--- config.mk ---
export PLATFORM = sky130hd
export DESIGN_NAME = cgk4r_ram
export DESIGN_NICKNAME = d
export VERILOG_FILES = /design/src/rtl/cgk4r_ram.sv
export SDC_FILE = /design/constraint.sdc
export NUM_CORES = 1
export LEC_CHECK = 0
export BUFFER_PORTS_ARGS = -buffer_cell sky130_fd_sc_hd__buf_2
export CAP_MARGIN = 20
export CORE_ASPECT_RATIO = 1.1
export CORE_UTILIZATION = 47
export CTS_CLUSTER_DIAMETER = 150
export CTS_CLUSTER_SIZE = 16
export DETAILED_ROUTE_END_ITERATION = 10
export SLEW_MARGIN = 5
export SYNTH_ARGS = -nofsm -noshare
export SYNTH_HDL_FRONTEND = slang
export SYNTH_SLANG_ARGS = --single-unit
--- constraint.sdc ---
create_clock -name clk -period 3.2 [get_ports clk]
set_input_delay 0.16 -clock clk [delete_from_list [all_inputs] [get_ports clk]]
set_output_delay 0.16 -clock clk [all_outputs]
set_load 0.1 [all_outputs]
--- src/rtl/cgk4r_ram.sv ---
`default_nettype none
// ----------------------------------------------------------------------------
// cgk4r_ram
// Generic simple dual-port RAM: one write port, one read port, registered read.
// ----------------------------------------------------------------------------
module cgk4r_ram #(
    parameter int WIDTH = 8,
    parameter int DEPTH = 64
) (
    input  wire logic                                   clk,
    input  wire logic                                   we,
    input  wire logic [((DEPTH > 1) ? $clog2(DEPTH) : 1)-1:0] waddr,
    input  wire logic [WIDTH-1:0]                       wdata,
    input  wire logic                                   re,
    input  wire logic [((DEPTH > 1) ? $clog2(DEPTH) : 1)-1:0] raddr,
    output logic      [WIDTH-1:0]                       rdata
);

    logic [WIDTH-1:0] mem [DEPTH];

    always_ff @(posedge clk)
    begin
        if (we)
        begin
            mem[waddr] <= wdata;
        end
        if (re)
        begin
            rdata <= mem[raddr];
        end
    end

endmodule

`default_nettype wire

==> qor.csv <==
stage;metric;value;unit
die;Rows;79;
setup_path;worst endpoint required time;3.48;ns
setup_path;reg-to-reg startpoint;mem[29][4];
synth;synth unique cells;39;
sta;Fin Clk Skew;0.0130;ns
clock_network;TritonCTS clock tree;yes;
drt;wire per inst;27.8;µm
drt;DRC Markers;0;
synth;syn_nets;963;
sta;final hold vios;0;
finish;post-layout util;0.530;
sta;Slew headroom;0.338;
synth;Syn. warnings;0;
synth;Syn Inst Count;940;
clock_network;Root Driver;clkbuf_16;
grt;first-pass GRT wire length;65.7;mm
run;maxcap violations;0;
clock_network;CTS resizes;0;
sta;Max Clk Rate;420;MHz
place;dpl hpwl;27.9;mm
synth;fraction of registers with async set/reset;0;
drt;Post-Route WL;44.5;mm
grt;largest net degree at the start of global routing;65;
grt;vias in the first global route;9659;
grt;Tot GR Track Use;0.212;
clock_network;Clock Sinks;520;
synth;mean post-synth cell area;21.5;µm²
die;total core area;42400;µm²
clock_network;total CTS buffers;38;
synth;mapped cell area;20200;µm²
die;num ports;31;
finish;ant diodes;0;
finish;layout cells sized above 1;0.279;
power;PwrDens;567;nW/µm²
grt;total gr overflow;0;
place;GPL Wtd Cong;0.804;
die;Die Y-Extent;220;µm
drt;Starting DRT DRC Count;773;
finish;most frequent cells in the layout;edfxtp_1, mux4_2, nor2_1;
setup_path;worst-path fanout max;1;
setup_path;reg2reg end;rdata[4];
setup_path;Critical path destination;rdata[4];
clock_network;hold_buf cts;1;
clock_network;clock latency on the worst-skew pair;0.55;ns
drt;drt pass-1 iters;5;
power;VDD IR max;316;µV
sta;Slew Limit Fails;0;
drt;via/cell ratio;5.95;
sta;Period Utilization, post-route;0.744;
power;Leakage;7.01;nW
setup_path;CP startpoint kind;flip-flop;
setup_path;Worst Setup End Kind;flip-flop;
die;die footprint;43900;µm²
synth;sequential share of the synthesized area;0.771;
sta;Fin Setup TNS;0;ns
drt;via count;9542;
status;outcome;complete, no violations;
sta;unrepaired setup endpoints after global routing;false;
sta;final hold slack;0.0311;ns
setup_path;Worst Reg2Reg Path Length in Cells;5;
grt;antenna violations before repair;1;
clock_network;H-tree depth;2;
place;number of buffers added on ports;30;
finish;area grow syn2layout;11.1;%
die;Die W;200;µm
setup_path;reg2reg setup slack;0.82;ns
finish;most common cell after layout, fill and taps aside;edfxtp_1;
synth;Synth Register Bits;520;
die;initial core utilization;0.477;
finish;Nets;1058;
synth;EDFF count, synth;520;
synth;Top FF cell, synth;edfxtp_1;
sta;Worst-Margin Slew;0.993;ns
sta;final setup vio count;0;
worst_hold_path;HP Class;in2reg;
setup_path;critical path data arrival time;2.66;ns
clock_network;CTS clk-pin slew, worst paths;0.07;ns
clock_network;Max clock buf depth;3;
clock_network;Setup Buffers After CTS;0;
setup_path;Setup CP Type;reg2reg;
sta;min Tclk post-route;2.38;ns
drt;Final ANT Viol Nets;0;
setup_path;worst setup path start;mem[29][4];
[kinds of logic (layout without fill, tap and decap cells)]
logic type | after synthesis | count (layout) | synth area share
simple gates | 153 | 153 | 0.0337
flops | 520 | 520 | 0.771
compound gates | 54 | 54 | 0.0206
buf+inv | 51 | 148 | 0.0156
mux | 162 | 162 | 0.159
[worst min-delay path by stage]
stage               cells past startpoint         end  slack, ns      from
floorplan                               0   mem[0][0]       0.26  wdata[0]
global placement                        1    rdata[0]       0.54        re
detailed placement                      1    rdata[0]       0.53        re
CTS                                     3    rdata[1]       0.12  raddr[5]
global route                            1  mem[37][5]       0.03  wdata[5]
finish                                  1  mem[53][5]       0.03  wdata[5]
[area by class of cell]
cell class	instances	area, µm²
repair buffers	106	812
clock buffers	41	1030
flip-flops and latches	520	15600
clock inverters	1	8.76
fillers	3265	19900
well taps	567	709
multi-input cells	369	4320
[Yosys cell counts, drive strengths merged (4+ instances only)]
master / n / area share
mux4: 126 / 0.14
buf: 34 / 0.012
nor2: 83 / 0.015
nor3: 7 / 0.0017
nand2b: 7 / 0.0022
mux2: 13 / 0.0072
a221oi: 6 / 0.0026
nand2: 19 / 0.0035
clkbuf: 17 / 0.0032
nor2b: 14 / 0.0043
o21ai: 4 / 0.00099
o22ai: 8 / 0.0025
edfxtp: 520 / 0.77
o221ai: 8 / 0.0035
nand3: 13 / 0.0032
a211oi: 4 / 0.0015
mux2i: 23 / 0.011
[critical path: stages (launching register included)]
cell      delay, ns
edfxtp_1       0.37
mux4_2         0.47
mux2_2         0.30
o221a_2        0.29
nor3_1         0.51
o32ai_1        0.17
[through the flow]
step / power (mW) / instance area [µm²] / cells / worst slack (ns)
floorplan: 8.18 / 20200 / 940 / 1.23
finish: 12.8 / 22500 / 1604 / 0.820
global placement: 8.49 / 21400 / 1559 / 0.467
global route: 13.1 / 22500 / 1604 / 0.822
CTS: 12.9 / 22500 / 1602 / 0.880
detailed placement: 8.49 / 21400 / 1559 / 0.487
[per-layer routing]
layer	part of all wire	track usage
met2	0.49	0.338
met5	0.00029	0
met1	0.44	0.313
met4	0.020	0.0529
met3	0.050	0.0280
[report_power, final]
part           switching [mW]  internal (mW)  leakage [nW]
clock                    2.16           2.26         0.510
combinational           0.495          0.274          1.82
sequential             0.0203           7.55          4.69
[registers in the layout (all words and copies together) (netlist names)]
register	cells
rdata	8
mem	512
Power figures use the tool's default switching activity.
